## src/hw/rtl/dgc_pkg.sv

```systemverilog
`timescale 1ns / 1ps
// Shared types, codes and constants of the depth gradient colorizer.
package dgc_pkg;

  // Width of a depth word and of a configuration word on the ports.
  localparam int unsigned DEPTH_W = 16;
  localparam int unsigned CFG_W   = 16;
  localparam int unsigned CHAN_W  = 8;

  // Full intensity of one colour channel.
  localparam logic [CHAN_W-1:0] FULL = 8'd255;

  // Reset values of the start registers.
  localparam logic [CFG_W-1:0] START_MAX_RST = 16'd0;
  localparam logic [CFG_W-1:0] START_MIN_RST = 16'hFFFF;

  // Operation codes of an input word.
  typedef enum logic [1:0] {
    OP_MEASURE = 2'd0,
    OP_COLOR   = 2'd1,
    OP_RELOAD  = 2'd2,
    OP_NONE    = 2'd3
  } op_t;

  // Configuration register indexes.
  typedef enum logic [1:0] {
    REG_START_MAX = 2'd0,
    REG_START_MIN = 2'd1,
    REG_FIXED_MAX = 2'd2,
    REG_FIXED_MIN = 2'd3
  } cfg_reg_t;

  // Controller states.
  typedef enum logic [1:0] {
    ST_IDLE,
    ST_SETUP,
    ST_DIVIDE,
    ST_COLOR
  } state_t;

  // Input word.
  typedef struct packed {
    logic [1:0]         op;
    logic [DEPTH_W-1:0] depth_mm;
    logic               valid_req;
  } in_word_t;

  // Result word.
  typedef struct packed {
    logic [CHAN_W-1:0] red;
    logic [CHAN_W-1:0] green;
    logic [CHAN_W-1:0] blue;
  } out_word_t;

  // Commands from the controller to the datapath.
  typedef struct packed {
    logic measure;
    logic reload;
    logic capture;
    logic setup;
    logic div_step;
    logic load_out;
  } dgc_cmd_t;

  // Status from the datapath to the controller.
  typedef struct packed {
    logic skip_div;
    logic div_last;
    logic out_free;
  } dgc_status_t;

endpackage

```

## src/hw/rtl/dgc_ctrl.sv

```systemverilog
`timescale 1ns / 1ps
// Controller state machine of the depth gradient colorizer.
module dgc_ctrl
  import dgc_pkg::*;
(
  input  logic        clk,
  input  logic        rst_n,
  input  logic        in_valid,
  input  logic [1:0]  in_op,
  output logic        in_ready,
  input  dgc_status_t status,
  output dgc_cmd_t    cmd
);

  state_t state_r;
  state_t state_nxt;

  // State register.
  always_ff @(posedge clk) begin
    if (!rst_n) begin
      state_r <= ST_IDLE;
    end else begin
      state_r <= state_nxt;
    end
  end

  // Next state and commands.
  always_comb begin
    state_nxt = state_r;
    in_ready  = 1'b0;
    cmd       = '0;
    unique case (state_r)
      ST_IDLE: begin
        in_ready = 1'b1;
        if (in_valid) begin
          unique case (op_t'(in_op))
            OP_MEASURE: cmd.measure = 1'b1;
            OP_RELOAD:  cmd.reload  = 1'b1;
            OP_COLOR: begin
              cmd.capture = 1'b1;
              state_nxt   = ST_SETUP;
            end
            OP_NONE: ;
          endcase
        end
      end
      ST_SETUP: begin
        cmd.setup = 1'b1;
        state_nxt = status.skip_div ? ST_COLOR : ST_DIVIDE;
      end
      ST_DIVIDE: begin
        cmd.div_step = 1'b1;
        if (status.div_last) begin
          state_nxt = ST_COLOR;
        end
      end
      ST_COLOR: begin
        if (status.out_free) begin
          cmd.load_out = 1'b1;
          state_nxt    = ST_IDLE;
        end
      end
    endcase
  end

  // Datapath updates only happen for a word that has been accepted.
  a_meas_accepted: assert property (@(posedge clk) disable iff (!rst_n)
    (cmd.measure || cmd.reload || cmd.capture) |-> (in_valid && in_ready))
    else $error("range update without an accepted word");

  // A colour word leaves setup towards the divider or the output stage.
  a_setup_next: assert property (@(posedge clk) disable iff (!rst_n)
    cmd.setup |=> (state_r == ST_DIVIDE || state_r == ST_COLOR))
    else $error("setup not followed by divide or colour");

  // No new word is taken while a colour word is in flight.
  a_busy_blocks: assert property (@(posedge clk) disable iff (!rst_n)
    (cmd.setup || cmd.div_step) |-> !in_ready)
    else $error("input ready while a colour word is in flight");

endmodule

```

## src/hw/rtl/dgc_datapath.sv

```systemverilog
`timescale 1ns / 1ps
// Datapath: configuration, depth range, radix-2 divider and colour stage.
module dgc_datapath
  import dgc_pkg::*;
#(
  parameter int unsigned DEPTH_BITS = 16,
  parameter int unsigned FRAC_BITS  = 16
) (
  input  logic              clk,
  input  logic              rst_n,
  input  in_word_t          in_data,
  input  logic              cfg_valid,
  input  logic [1:0]        cfg_index,
  input  logic [CFG_W-1:0]  cfg_data,
  output logic              out_valid,
  input  logic              out_ready,
  output out_word_t         out_data,
  input  dgc_cmd_t          cmd,
  output dgc_status_t       status
);

  localparam int unsigned CNT_W = $clog2(FRAC_BITS);
  localparam int unsigned WIDE  = DEPTH_BITS + DEPTH_W;
  localparam logic [FRAC_BITS:0] ONE_FX = {1'b1, {FRAC_BITS{1'b0}}};

  // A 16-bit word brought to the depth width, truncated or zero extended.
  function automatic logic [DEPTH_BITS-1:0] to_depth(input logic [DEPTH_W-1:0] v);
    logic [WIDE-1:0] tmp;
    tmp = {{DEPTH_BITS{1'b0}}, v};
    return tmp[DEPTH_BITS-1:0];
  endfunction

  logic [CFG_W-1:0]      start_max_r;
  logic [CFG_W-1:0]      start_min_r;
  logic                  fixed_max_r;
  logic                  fixed_min_r;
  logic [DEPTH_BITS-1:0] range_max_r;
  logic [DEPTH_BITS-1:0] range_min_r;
  logic [DEPTH_BITS-1:0] range_max_nxt;
  logic [DEPTH_BITS-1:0] range_min_nxt;
  logic [DEPTH_BITS-1:0] z_in;
  logic [DEPTH_BITS-1:0] z_r;
  logic                  pix_ok_r;
  logic                  white_r;
  logic [DEPTH_BITS-1:0] rem_r;
  logic [DEPTH_BITS-1:0] den_r;
  logic [FRAC_BITS:0]    p_r;
  logic [CNT_W-1:0]      cnt_r;
  logic                  out_valid_r;
  out_word_t             out_data_r;

  // Configuration writes; the port never stalls.
  always_ff @(posedge clk) begin
    if (!rst_n) begin
      start_max_r <= START_MAX_RST;
      start_min_r <= START_MIN_RST;
      fixed_max_r <= 1'b0;
      fixed_min_r <= 1'b0;
    end else if (cfg_valid) begin
      unique case (cfg_reg_t'(cfg_index))
        REG_START_MAX: start_max_r <= cfg_data;
        REG_START_MIN: start_min_r <= cfg_data;
        REG_FIXED_MAX: fixed_max_r <= cfg_data[0];
        REG_FIXED_MIN: fixed_min_r <= cfg_data[0];
      endcase
    end
  end

  // Running range: widened by measure words, reloaded from the start values.
  assign z_in = to_depth(in_data.depth_mm);

  always_comb begin
    range_max_nxt = range_max_r;
    range_min_nxt = range_min_r;
    if (cmd.reload) begin
      range_max_nxt = to_depth(start_max_r);
      range_min_nxt = to_depth(start_min_r);
    end else if (cmd.measure && in_data.valid_req) begin
      if (!fixed_max_r && z_in > range_max_r) begin
        range_max_nxt = z_in;
      end
      if (!fixed_min_r && z_in < range_min_r) begin
        range_min_nxt = z_in;
      end
    end
  end

  always_ff @(posedge clk) begin
    if (!rst_n) begin
      range_max_r <= to_depth(START_MAX_RST);
      range_min_r <= to_depth(START_MIN_RST);
    end else begin
      range_max_r <= range_max_nxt;
      range_min_r <= range_min_nxt;
    end
  end

  // Capture of a colour word.
  always_ff @(posedge clk) begin
    if (cmd.capture) begin
      z_r      <= z_in;
      pix_ok_r <= in_data.valid_req;
    end
  end

  // Setup: signed offset and range as magnitudes, and the cases that
  // need no division (invalid pixel, zero range, zero offset, opposite
  // signs, or a quotient that saturates at one).
  logic                  num_neg;
  logic                  den_neg;
  logic [DEPTH_BITS-1:0] num_mag;
  logic [DEPTH_BITS-1:0] den_mag;
  logic                  p_is_zero;
  logic                  p_is_one;

  always_comb begin
    num_neg   = z_r < range_min_r;
    den_neg   = range_max_r < range_min_r;
    num_mag   = num_neg ? (range_min_r - z_r) : (z_r - range_min_r);
    den_mag   = den_neg ? (range_min_r - range_max_r) : (range_max_r - range_min_r);
    p_is_zero = (den_mag == '0) || (num_mag == '0) || (num_neg != den_neg);
    p_is_one  = !p_is_zero && (num_mag >= den_mag);
  end

  assign status.skip_div = !pix_ok_r || p_is_zero || p_is_one;

  // Restoring divider step: one quotient bit a cycle.
  logic [DEPTH_BITS:0] rem_dbl;
  logic                q_bit;
  logic [DEPTH_BITS:0] rem_sub;

  always_comb begin
    rem_dbl = {rem_r, 1'b0};
    q_bit   = rem_dbl >= {1'b0, den_r};
    rem_sub = q_bit ? (rem_dbl - {1'b0, den_r}) : rem_dbl;
  end

  always_ff @(posedge clk) begin
    if (cmd.setup) begin
      white_r <= !pix_ok_r;
      rem_r   <= num_mag;
      den_r   <= den_mag;
      p_r     <= (pix_ok_r && p_is_one) ? ONE_FX : '0;
    end else if (cmd.div_step) begin
      rem_r <= rem_sub[DEPTH_BITS-1:0];
      p_r   <= {p_r[FRAC_BITS-1:0], q_bit};
    end
  end

  // Step counter of the divider.
  always_ff @(posedge clk) begin
    if (!rst_n) begin
      cnt_r <= '0;
    end else if (cmd.setup) begin
      cnt_r <= '0;
    end else if (cmd.div_step) begin
      cnt_r <= cnt_r + 1'b1;
    end
  end

  assign status.div_last = (cnt_r == CNT_W'(FRAC_BITS - 1));

  // Colour stage: segment from the top bits of 4p, t from its fraction.
  logic [2:0]              seg;
  logic [FRAC_BITS-1:0]    frac4;
  logic [FRAC_BITS+7:0]    prod;
  logic [CHAN_W-1:0]       t;
  out_word_t               color;

  always_comb begin
    seg   = p_r[FRAC_BITS:FRAC_BITS-2];
    frac4 = {p_r[FRAC_BITS-3:0], 2'b00};
    prod  = {frac4, 8'd0} - {8'd0, frac4};
    t     = prod[FRAC_BITS+7:FRAC_BITS];
    if (white_r) begin
      color = '{red: FULL, green: FULL, blue: FULL};
    end else begin
      unique case (seg)
        3'd0:    color = '{red: FULL,     green: t,        blue: '0};
        3'd1:    color = '{red: FULL - t, green: FULL,     blue: '0};
        3'd2:    color = '{red: '0,       green: FULL,     blue: t};
        3'd3:    color = '{red: '0,       green: FULL - t, blue: FULL};
        default: color = '{red: t,        green: '0,       blue: FULL};
      endcase
    end
  end

  // Output register.
  always_ff @(posedge clk) begin
    if (!rst_n) begin
      out_valid_r <= 1'b0;
    end else if (cmd.load_out) begin
      out_valid_r <= 1'b1;
    end else if (out_ready) begin
      out_valid_r <= 1'b0;
    end
  end

  always_ff @(posedge clk) begin
    if (cmd.load_out) begin
      out_data_r <= color;
    end
  end

  assign status.out_free = !out_valid_r || out_ready;
  assign out_valid       = out_valid_r;
  assign out_data        = out_data_r;

  // The range moves only on a measure or reload word.
  a_range_hold: assert property (@(posedge clk) disable iff (!rst_n)
    !(cmd.measure || cmd.reload) |=> ($stable(range_min_r) && $stable(range_max_r)))
    else $error("depth range changed without a measure or reload word");

  // The partial remainder stays below the divisor throughout the division.
  a_rem_below_den: assert property (@(posedge clk) disable iff (!rst_n)
    cmd.div_step |-> (rem_r < den_r))
    else $error("divider remainder not below divisor");

  // A result is never loaded over one still waiting to be taken.
  a_no_overwrite: assert property (@(posedge clk) disable iff (!rst_n)
    cmd.load_out |-> (!out_valid_r || out_ready))
    else $error("result overwritten before it was taken");

  // The position never exceeds one.
  a_pos_clamped: assert property (@(posedge clk) disable iff (!rst_n)
    cmd.load_out |-> (p_r <= ONE_FX))
    else $error("gradient position above one");

endmodule

```

## src/hw/rtl/depth_gradient_colorizer_unit.sv

```systemverilog
`timescale 1ns / 1ps
// Depth gradient colorizer: top level joining controller and datapath.
//
// Input words carry an operation, a depth in millimetres and a validity
// flag. A measure word widens the running depth range and a reload word
// copies the start values into it; both are taken while idle and give
// no result. A colour word gives one RGB word: white for an invalid
// pixel, otherwise a red-yellow-green-cyan-blue gradient over the range.
// A colour word passes through setup and then, unless it needs no
// division, through the radix-2 divider that yields one quotient bit a
// cycle, before it is loaded into the result register.
// The next word is accepted in the cycle after the result is loaded,
// when the controller is back in idle; other words are taken every cycle while idle.
// Only one colour word is in flight at a time; input ready is high when
// the controller is idle. The result register holds a finished word while
// the receiver stalls, and a following word is still accepted; it waits
// before the output stage until the register is free.
// The configuration port is always ready; write it only while idle.
// Reset is synchronous: the start registers and the range return to their
// reset values and no result is pending.
module depth_gradient_colorizer_unit
  import dgc_pkg::*;
#(
  parameter int unsigned DEPTH_BITS = 16,
  parameter int unsigned FRAC_BITS  = 16
) (
  input  logic             clk,
  input  logic             rst_n,
  input  logic             in_valid,
  output logic             in_ready,
  input  in_word_t         in_data,
  output logic             out_valid,
  input  logic             out_ready,
  output out_word_t        out_data,
  input  logic             cfg_valid,
  output logic             cfg_ready,
  input  logic [1:0]       cfg_index,
  input  logic [CFG_W-1:0] cfg_data
);

  dgc_cmd_t    cmd;
  dgc_status_t status;

  // Configuration writes are taken in any cycle.
  assign cfg_ready = 1'b1;

  // Sequencer.
  dgc_ctrl u_ctrl (
    .clk      (clk),
    .rst_n    (rst_n),
    .in_valid (in_valid),
    .in_op    (in_data.op),
    .in_ready (in_ready),
    .status   (status),
    .cmd      (cmd)
  );

  // Range, divider and colour datapath.
  dgc_datapath #(
    .DEPTH_BITS (DEPTH_BITS),
    .FRAC_BITS  (FRAC_BITS)
  ) u_datapath (
    .clk       (clk),
    .rst_n     (rst_n),
    .in_data   (in_data),
    .cfg_valid (cfg_valid),
    .cfg_index (cfg_index),
    .cfg_data  (cfg_data),
    .out_valid (out_valid),
    .out_ready (out_ready),
    .out_data  (out_data),
    .cmd       (cmd),
    .status    (status)
  );

endmodule
```

## config.mk

```make
export PLATFORM = sky130hd
export DESIGN_NAME = depth_gradient_colorizer_unit
export DESIGN_NICKNAME = d
export VERILOG_FILES = /design/src/hw/rtl/dgc_pkg.sv /design/src/hw/rtl/dgc_ctrl.sv /design/src/hw/rtl/dgc_datapath.sv /design/src/hw/rtl/depth_gradient_colorizer_unit.sv
export SDC_FILE = /design/constraint.sdc
export NUM_CORES = 1
export LEC_CHECK = 0
export BUFFER_PORTS_ARGS = -buffer_cell sky130_fd_sc_hd__buf_2
export CAP_MARGIN = 20
export CORE_MARGIN = 3
export CORE_UTILIZATION = 50
export CTS_CLUSTER_DIAMETER = 200
export DETAILED_ROUTE_END_ITERATION = 6
export PLACE_DENSITY = 0.78
export SLEW_MARGIN = 25
export SYNTH_ARGS = -nofsm -noshare
export SYNTH_HDL_FRONTEND = slang
export SYNTH_HIERARCHICAL = 1
export SYNTH_SLANG_ARGS = --single-unit
```

## constraint.sdc

```tcl
create_clock -name clk -period 12 [get_ports clk]
set_input_delay 1.2 -clock clk [delete_from_list [all_inputs] [get_ports clk]]
set_output_delay 1.2 -clock clk [all_outputs]
set_load 0.05 [all_outputs]
```

-- Yosys cells after proc, flatten, opt, wreduce, memory -nomap -nowiden
Index checks and enable logic that the tools add are counted.
- logic and storage cells: 117
- register bits after elaboration: 164
- output and inout port bits: 27
- bits of input ports: 42
- add/subtract/negate cells: 8
- equality and inequality tests: 17
- bitwise logic cells: 1
- $lt $le $gt $ge: 6
- muxes and demuxes: 33
- reduce and logical (&&, ||, !) cells: 34
- operators with widths (kind ; number):
    2-to-1 mux 16 bit ; 11
    case mux 24 bit (4 select lines) ; 1
    subtractor 16 bit ; 5
    2-to-1 mux 17 bit ; 3
    < comparator 16 bit ; 3
    logical NOT 16 bit ; 2
    subtractor 24 x 16 -> 24 bit ; 1
    >= comparator 17 x 16 -> 1 bit ; 1
    >= comparator 16 bit ; 1
    > comparator 16 bit ; 1
    AND reduction 2 bit ; 6
    2-to-1 mux 1 bit ; 11
    == test 2 bit, second input constant ; 5
    nonzero test 2 bit ; 5
    2-to-1 mux 2 bit ; 4
    inequality test 2 bit, second input constant ; 4
    case mux 2 bit (4 select lines) ; 1
    subtractor 8 bit, first input constant ; 1
    == test 2 x 1 -> 1 bit, second input constant ; 3
    == test 3 x 2 -> 1 bit, second input constant ; 2
    logical NOT 2 bit ; 3
    2-to-1 mux 3 bit ; 2
    logical AND 1 bit ; 5
    logical NOT 1 bit ; 5
    other kinds (9) ; 13

-- Depth between registers and ports, before layout
Gate-level depths: netlist (run 1).
- depth after elaboration: 10
- depth in mapped cells: 24
- gate-level depth less buffers: 23

-- Modules after synthesis
The synthesis (run 1) kept the hierarchy.
- modules (own cells, without submodules) (module ; area an instance (µm²) ; instances ; cells each ; sequential area each (µm²)):
    dgc_datapath ; 11811.3 ; 1 ; 1305 ; 4154.0
    dgc_ctrl ; 216.5 ; 1 ; 26 ; 40.0
    depth_gradient_colorizer_unit ; 11.3 ; 1 ; 2 ; 0.0

-- Worst setup path after synthesis (run 1)
OpenSTA, ideal clock, no wires.
- path kind: flip-flop to flip-flop
- from: register u_datapath.range_min_r[1]
- to: register u_ctrl.state_r[0]
- arrival: 4.180 ns
- clock period less this slack: 4.317 ns
- library setup time: 0.137 ns
- required time: 11.863 ns
- stages on the path, launching flop included: 23
- setup slack: 7.683 ns
- buffers on the path: 1
- cell sequence: dfxtp_1 inv_1 fa_1 a211oi_2 o21ai_2 o211a_1 nor2_1 buf_4 mux2i_1 xor2_1 inv_1 ha_1 a21o_1 a21oi_1 nor2b_1 o21ai_0 a21oi_1 a221oi_1 o21ai_0 nand3b_1 and3_1 o31ai_1 mux2i_1
- RTL lines (what ; line ; RTL):
    start: declaration ; dgc_datapath.sv:38 ; logic [DEPTH_BITS-1:0] range_min_r;
    start signal: assignment ; dgc_datapath.sv:91 ; range_min_r <= to_depth(START_MIN_RST);
    start signal: assignment ; dgc_datapath.sv:94 ; range_min_r <= range_min_nxt;
    end signal: assignment ; dgc_ctrl.sv:23 ; state_r <= state_nxt;
    end: declaration ; dgc_ctrl.sv:15 ; state_t state_r;

==> metrics.cfg, run 1 <==
[setup_path]
critPathMaxStageDelay_ns=0.76
cp_max_fo=11
reg2reg_setup_slack_ns=6.52
rr_endpoint=u_ctrl/state_r[0]
path_cells=inv_1, fa_1, a211oi_2, o21ai_2, o211a_1, nor2_1, mux2i_1, inv_1, ha_1, a21o_1, a21o_1, a21oi_1, nor2b_1, o21ai_0, a21oi_1, a221oi_1, o21ai_0, nand3b_1, and3_1, o31ai_1, mux2i_1
r2r-start=u_datapath/range_min_r[1]
reg2reg_depth=21
start_kind=flop
worst_setup_path_end_kind=flop
cp_data_arrival_time_ns=5.78
worstSetupPathType=flop to flop
cp_slowest_cell=nor2_1
path_buf_inv=2
crit_required_ns=12.30
path_delay_family=compound AO/OA/AOI/OAI gates

[yosys]
yosys-top-cells-area=edfxtp_1 (23%), ha_1 (14%), dfxtp_1 (12%)
postSynthAreaPerCell_um2=9.03
yosysTopAreaCellShare_pct=22.7
synthArstFlopShare_pct=0
postSynthCellCount=1333
synth-main-ff-cell=edfxtp_1
synth_cell_type_count=80
yosys_warnings=6
ys_seq_elements=164
synthTopCellsByCount=ha_1 (137), nand2_1 (125), inv_1 (119)
synthesis.area_mm2=0.0120
seq_area_frac_synth_pct=34.8
yosysTopAreaCell=edfxtp_1
syn_nets=1517
synth_edf_count=91
synth_most_common_cell=ha_1

[floorplanning]
die_h_um=161
pin_count=69
std_cell_rows=56
fp.dieArea_mm2=0.0260
start_util_pct=51.1
core_area_mm2=0.0235
dieWidth_um=161

[power]
p_clk_share_pct=22.5
combPwrFrac_pct=43.8
power_density_mw_per_mm2=194
power.switching_uw=1060
swShare_pct=41.5
p_int_uw=1500
ir_drop_mv=0.0942
pwr-share-seq_pct=33.7
p_leak_uw=0.00574

[timing]
min_period_over_period_pct=45.6
hold_viol=0
tightest_slew_ns=0.990
maxSlewViolCount=0
rsz0062_at_grt=false
min_period_ns=5.48
fin_skew_ns=0.0158
setup_viol=0
fin_tns_setup_ns=0
relSlewSlack_pct=34.0
max_freq_ghz=0.183

[cells_and_area]
drive_above_1_share_pct=10.3
nNetsFinal=1543
area_growth_pct=9.32
antenna_cells=0
design_area_mm2=0.0132

[flow_run]
drv_cap=0

[worst_hold_path]
worstHoldStart=u_datapath/start_min_r[6]
hold_depth=2
min_to=u_datapath/start_min_r[6]
hold_class=flop to flop

[cts]
ctsHoldBuffers=0
ctsResizeCount=0
root_buffer=clkbuf_16
cts_buffers=17
path_clk_slew_ns=0.08
clock_sinks=164
cts_buffer_depth=2
htreeDepth=4
cts_tree=yes
cts_setup_buffers=0
insertion_delay_ns=0.44

[drt]
drtPass1Iterations=5
via_count=9907
drc=0
routed_via_density=5.86
ant_nets=0
drt-wirelength-per-cell_um=18.0
totalWireLength_mm=30.4
drt_iter0_drc=784

[global_routing]
grt.total_usage_pct=23.4
grt_max_degree=74
grt_pass1_wl_mm=49.7
grt_pass1_vias=9785
antenna_found_initial=0
grt-ovfl-total=0

[run_status]
outcome=completed

[place]
gp_congestion=0.943
portBuffers=67
dpl.hpwl_mm=23.0
placed_area_mm2=0.0125

registers in the layout, indices dropped and copies added (netlist names):
register and cells:
u_ctrl/state_r 2, u_datapath/cnt_r 4, u_datapath/den_r 16, u_datapath/fixed_max_r 1
u_datapath/fixed_min_r 1, u_datapath/out_data 24, u_datapath/out_valid 1, u_datapath/p_r 17
u_datapath/pix_ok_r 1, u_datapath/range_max_r 16, u_datapath/range_min_r 16, u_datapath/rem_r 16
u_datapath/start_max_r 16, u_datapath/start_min_r 16, u_datapath/white_r 1, u_datapath/z_r 16
final cells by class:
cell class              instances  area, um^2
fillers                      2083       10400
multi-input cells             982        7110
repair buffers                 75         395
flip-flops and latches        164        4190
clock inverters                15         194
inverters                     119         447
well taps                     319         399
clock buffers                  17         425
worst max path at each step:
stage	startpoint	end	slack (ns)	cells past startpoint
detailed placement	u_datapath/range_min_r[1]	u_ctrl/state_r[0]	6.59	21
global route	u_datapath/range_min_r[11]	u_ctrl/state_r[0]	6.18	21
finish	u_datapath/range_min_r[1]	u_ctrl/state_r[0]	6.52	21
floorplan	u_datapath/range_min_r[1]	u_ctrl/state_r[0]	7.68	22
CTS	u_datapath/range_min_r[1]	u_ctrl/state_r[0]	6.56	21
global placement	u_datapath/range_min_r[1]	u_ctrl/state_r[0]	6.79	21
stage by stage:
stage	hold slack, ns	total power, uW	setup WS, ns	utilization [%]	instances
after floorplan	0.433	1700	7.68	-	1333
after global placement	0.443	1930	6.79	53.3	1659
after detailed placement	0.450	1970	6.59	53.3	1659
after CTS	0.468	2550	6.56	55.9	1691
after global routing	0.483	2730	6.18	55.9	1691
final	0.465	2560	6.52	55.9	1691
power by group through the flow:
| stage | logic [uW] | clock network, uW | registers, uW |
|---|---|---|---|
| floorplan | 862 | 0 | 836 |
| global route | 1250 | 606 | 875 |
| detailed placement | 1100 | 0 | 871 |
| finish | 1120 | 575 | 861 |
| CTS | 1110 | 582 | 860 |
| global placement | 1060 | 0 | 865 |
routing by layer:
layer  GRT usage, %  up-vias  share of wire (%)
met5              0        -                  0
met4           8.53        0                3.4
met3           3.36       77                5.1
met2           40.6      337                 48
met1           29.9     4663                 43
li1               -     4830                  -
placed cells by master (no fill, tap or decap), types with 17 or more instances in the layout:
master and n:
nand4_1 18, nand2_1 125, ha_1 136, nor2b_1 23
clkbuf_16 17, nor2_1 62, dfxtp_1 73, edfxtp_1 91
mux2i_1 53, a21oi_1 103, inv_1 119, nand3_1 39
nor3_1 30, a21boi_0 18, and3b_1 17, o21ai_0 62
buf_2 67, xnor2_1 33, a21o_1 37
worst min-delay path, cell delays in order, from the launching register on:
cell and delay [ns]:
dfxtp_1 0.32, nand2_1 0.05, nand3_1 0.07
kinds of logic after synthesis:
group,synth area share [%]
AO/OA/AOI/OAI,19.7
XOR/XNOR,3.63
adder cells (fa/ha/maj),15.1
buffers and inverters,6.20
flip-flops,34.8
multiplexers,4.81
other,0.0311
AND/OR/NAND/NOR,15.7
(Power assumes the default switching activity.)
==> run 2, diff against run 1 <==
--- a/config.mk
+++ b/config.mk
@@ -5,6 +5,7 @@
 export SDC_FILE = /design/constraint.sdc
 export NUM_CORES = 1
 export LEC_CHECK = 0
+export ABC_AREA = 1
 export BUFFER_PORTS_ARGS = -buffer_cell sky130_fd_sc_hd__buf_2
 export CAP_MARGIN = 20
 export CORE_MARGIN = 3
==> constraint.sdc (replaced) <==
create_clock -name clk -period 5.5 [get_ports clk]
set_input_delay 0.55 -clock clk [delete_from_list [all_inputs] [get_ports clk]]
set_output_delay 0.55 -clock clk [all_outputs]
set_load 0.05 [all_outputs]
==> run 2 against run 1 <==
Non-clock buffer count grew 3. Critical endpoint unchanged. Hold slack lost 0.14 ns. Largest cell class unchanged. First-iteration DRC count grew 46%. Clock skew is essentially flat. Core utilization grew 0.18 points. Critical path type unchanged.
==> metrics.cfg, run 2 <==
[run_status]
outcome=completed  ; unchanged

[setup_path]
cp_data_arrival_time_ns=4.35  ; was 5.78 ns
critPathMaxStageDelay_ns=0.53  ; was 0.76 ns
crit_required_ns=5.86  ; was 12.30 ns
worst_setup_path_end_kind=flop  ; unchanged
crit_top_cell=nand3_1
start_kind=flop  ; unchanged
cp_max_fo=11  ; unchanged
path_cells=inv_1, fa_1, nand3_1, nand3_1, nand2_1, nand2_2, a21oi_2, nand2_1, nand2_1, inv_1, ha_1, nand2_1, inv_1, nand3_1, nor3_1, nand3_1, nand3_1, inv_1, nand4_1, nand3_1, nand2_1, nor2_1, nor2_1  ; was inv_1, fa_1, a211oi_2, o21ai_2, o211a_1, nor2_1, mux2i_1, inv_1, ha_1, a21o_1, a21o_1, a21oi_1, nor2b_1, o21ai_0, a21oi_1, a221oi_1, o21ai_0, nand3b_1, and3_1, o31ai_1, mux2i_1
worstSetupPathType=flop to flop  ; unchanged
cp_slowest_cell=dfxtp_1  ; was nor2_1

[timing]
maxSlewViolCount=0  ; unchanged
tightest_slew_ns=0.940  ; was 0.990 ns
setup_viol=0  ; unchanged
hold_viol=0  ; unchanged
rsz0062_at_grt=false  ; unchanged
fin_tns_setup_ns=0  ; unchanged
max_freq_ghz=0.250  ; was 0.183 GHz
min_period_ns=3.99  ; was 5.48 ns
fin_skew_ns=0.0160  ; was 0.0158 ns
min_period_over_period_pct=72.6  ; was 45.6%
relSlewSlack_pct=37.0  ; was 34.0%

[cts]
cts_buffers=17  ; unchanged
insertion_delay_ns=0.43  ; was 0.44 ns
cts_buffer_depth=2  ; unchanged
ctsHoldBuffers=0  ; unchanged
cts_setup_buffers=0  ; unchanged
root_buffer=clkbuf_16  ; unchanged
ctsResizeCount=0  ; unchanged
cts_tree=yes  ; unchanged
clock_sinks=164  ; unchanged
htreeDepth=4  ; unchanged
path_clk_slew_ns=0.08  ; about the same

[yosys]
synthTopCellsByCount=nand2_1 (632), inv_1 (291), nand3_1 (152)  ; was ha_1 (137), nand2_1 (125), inv_1 (119)
synthesis.area_mm2=0.0132  ; was 0.0120 mm^2
synth_edf_count=91  ; unchanged
yosysTopAreaCell=edfxtp_1  ; unchanged
postSynthCellCount=1933  ; was 1333
synth_most_common_cell=nand2_1  ; was ha_1
syn_nets=2117  ; was 1517
postSynthAreaPerCell_um2=6.82  ; was 9.03 um^2
seq_area_frac_synth_pct=31.8  ; was 34.8%
yosys_warnings=6  ; unchanged
synthArstFlopShare_pct=0  ; unchanged
synth_cell_type_count=45  ; was 80
yosys-top-cells-area=edfxtp_1 (21%), nand2_1 (18%), ha_1 (13%)  ; was edfxtp_1 (23%), ha_1 (14%), dfxtp_1 (12%)
synth-main-ff-cell=edfxtp_1  ; unchanged
ys_seq_elements=164  ; unchanged
yosysTopAreaCellShare_pct=20.7  ; was 22.7%

[global_routing]
grt_use_met1_pct=34.2  ; was 29.9%
use_met2_pct=44.8  ; was 40.6%
busiest_layer=met2  ; unchanged
grt_max_degree=57  ; was 74
grt_pass1_wl_mm=61.0  ; was 49.7 mm
grt-ovfl-total=0  ; unchanged
grt_pass1_vias=12347  ; was 9785
grt.total_usage_pct=26.2  ; was 23.4%
met3_usage_pct=3.29  ; was 3.36%
antenna_found_initial=0  ; unchanged

[floorplanning]
die_h_um=168  ; was 161 um
std_cell_rows=58  ; was 56
fp.dieArea_mm2=0.0283  ; was 0.0260 mm^2
pin_count=69  ; unchanged
dieWidth_um=168  ; was 161 um
start_util_pct=51.6  ; was 51.1%
core_area_mm2=0.0255  ; was 0.0235 mm^2

[power]
p_total_uw=5940  ; was 2560 uW
power.switching_uw=2710  ; was 1060 uW
p_int_uw=3240  ; was 1500 uW
power_density_mw_per_mm2=415  ; was 194 mW/mm^2
p_clk_share_pct=19.3  ; was 22.5%
ir_drop_mv=0.300  ; was 0.0942 mV
swShare_pct=45.6  ; was 41.5%
pwr-share-seq_pct=31.5  ; was 33.7%
combPwrFrac_pct=49.3  ; was 43.8%
p_leak_uw=0.00739  ; was 0.00574 uW

[drt]
drt_iter0_drc=1145  ; was 784
totalWireLength_mm=37.0  ; was 30.4 mm
drtPass1Iterations=6  ; was 5
ant_nets=0  ; unchanged
routed_via_density=5.40  ; was 5.86
drt-wirelength-per-cell_um=15.9  ; was 18.0 um
via_count=12575  ; was 9907
drc=0  ; unchanged

[cells_and_area]
drive_above_1_share_pct=7.41  ; was 10.3%
final_common_cell=nand2_1  ; was ha_1
area_growth_pct=8.75  ; was 9.32%
nNetsFinal=2168  ; was 1543
layout_common_cells=nand2_1 (632), inv_1 (290), nand3_1 (152)  ; was ha_1 (136), nand2_1 (125), inv_1 (119)
antenna_cells=0  ; unchanged
largest_reg_flops=24  ; unchanged

[place]
portBuffers=67  ; unchanged
dpl.hpwl_mm=29.4  ; was 23.0 mm
gp_congestion=0.987  ; was 0.943

[flow_run]
drv_cap=0  ; unchanged

[worst_hold_path]
hold_class=primary input to flop  ; was flop to flop

==> run 2: power by group through the flow <==
stage,Clock [uW],Combinational [uW],Sequential (uW)
after floorplan,0,2120,1900
after CTS,1160,2890,1870
after global placement,0,2800,1880
after global routing,1220,3330,1900
final,1150,2930,1870
after detailed placement,0,2880,1890
==> run 2: logic make-up after synthesis <==
group / synth area share, %
buf+inv: 10.3
xor+xnor: 1.86
flops: 31.8
simple gates: 32.6
compound gates: 9.68
other cells: 0.0285
fa+ha+maj: 13.8
==> run 2: path summary, 6_finish.rpt <==
kind / from / to / slack [ns] / cells past startpoint
worst min-delay path: in_data[0] / u_datapath/pix_ok_r / 0.33 / 1
worst min register to register: u_datapath/start_min_r[8] / u_datapath/start_min_r[8] / 0.46 / 2
worst max register to register: u_datapath/range_min_r[1] / u_ctrl/state_r[0] / 1.51 / 23
worst max-delay path: u_datapath/range_min_r[1] / u_ctrl/state_r[0] / 1.51 / 23
==> run 2: metrics by stage <==
step / area (um^2) / hold slack, ns / worst slack, ns / std cells / utilization (%)
floorplan: 13200 / 0.424 / 2.33 / 1933 / -
global placement: 13800 / 0.440 / 1.72 / 2295 / 53.9
detailed placement: 13800 / 0.444 / 1.55 / 2295 / 53.9
CTS: 14300 / 0.315 / 1.52 / 2327 / 56.1
global route: 14300 / 0.314 / 1.06 / 2327 / 56.1
finish: 14300 / 0.326 / 1.51 / 2327 / 56.1
==> run 2: critical path: cells and delay by family (launching register included) <==
family / cells / cell delay (ns)
buf+inv: 4 / 0.42
compound gates: 1 / 0.47
flops: 1 / 0.53
simple gates: 16 / 1.68
fa+ha+maj: 2 / 0.81
==> run 2: routing by layer <==
| metal | vias to the layer above | routed length [um] |
|---|---|---|
| met3 | 66 | 2030 |
| li1 | 6305 | - |
| met1 | 5743 | 16300 |
| met2 | 461 | 17600 |
| met5 | - | 0 |
| met4 | 0 | 995 |
==> run 2: layout make-up <==
class,instances,area [um^2]
clock inverter,13,114
clock buffer,19,433
fill,2474,11200
inverter,297,1120
timing repair buffer,78,418
tap,330,413
multi-input combinational,1426,7640
sequential,164,4190
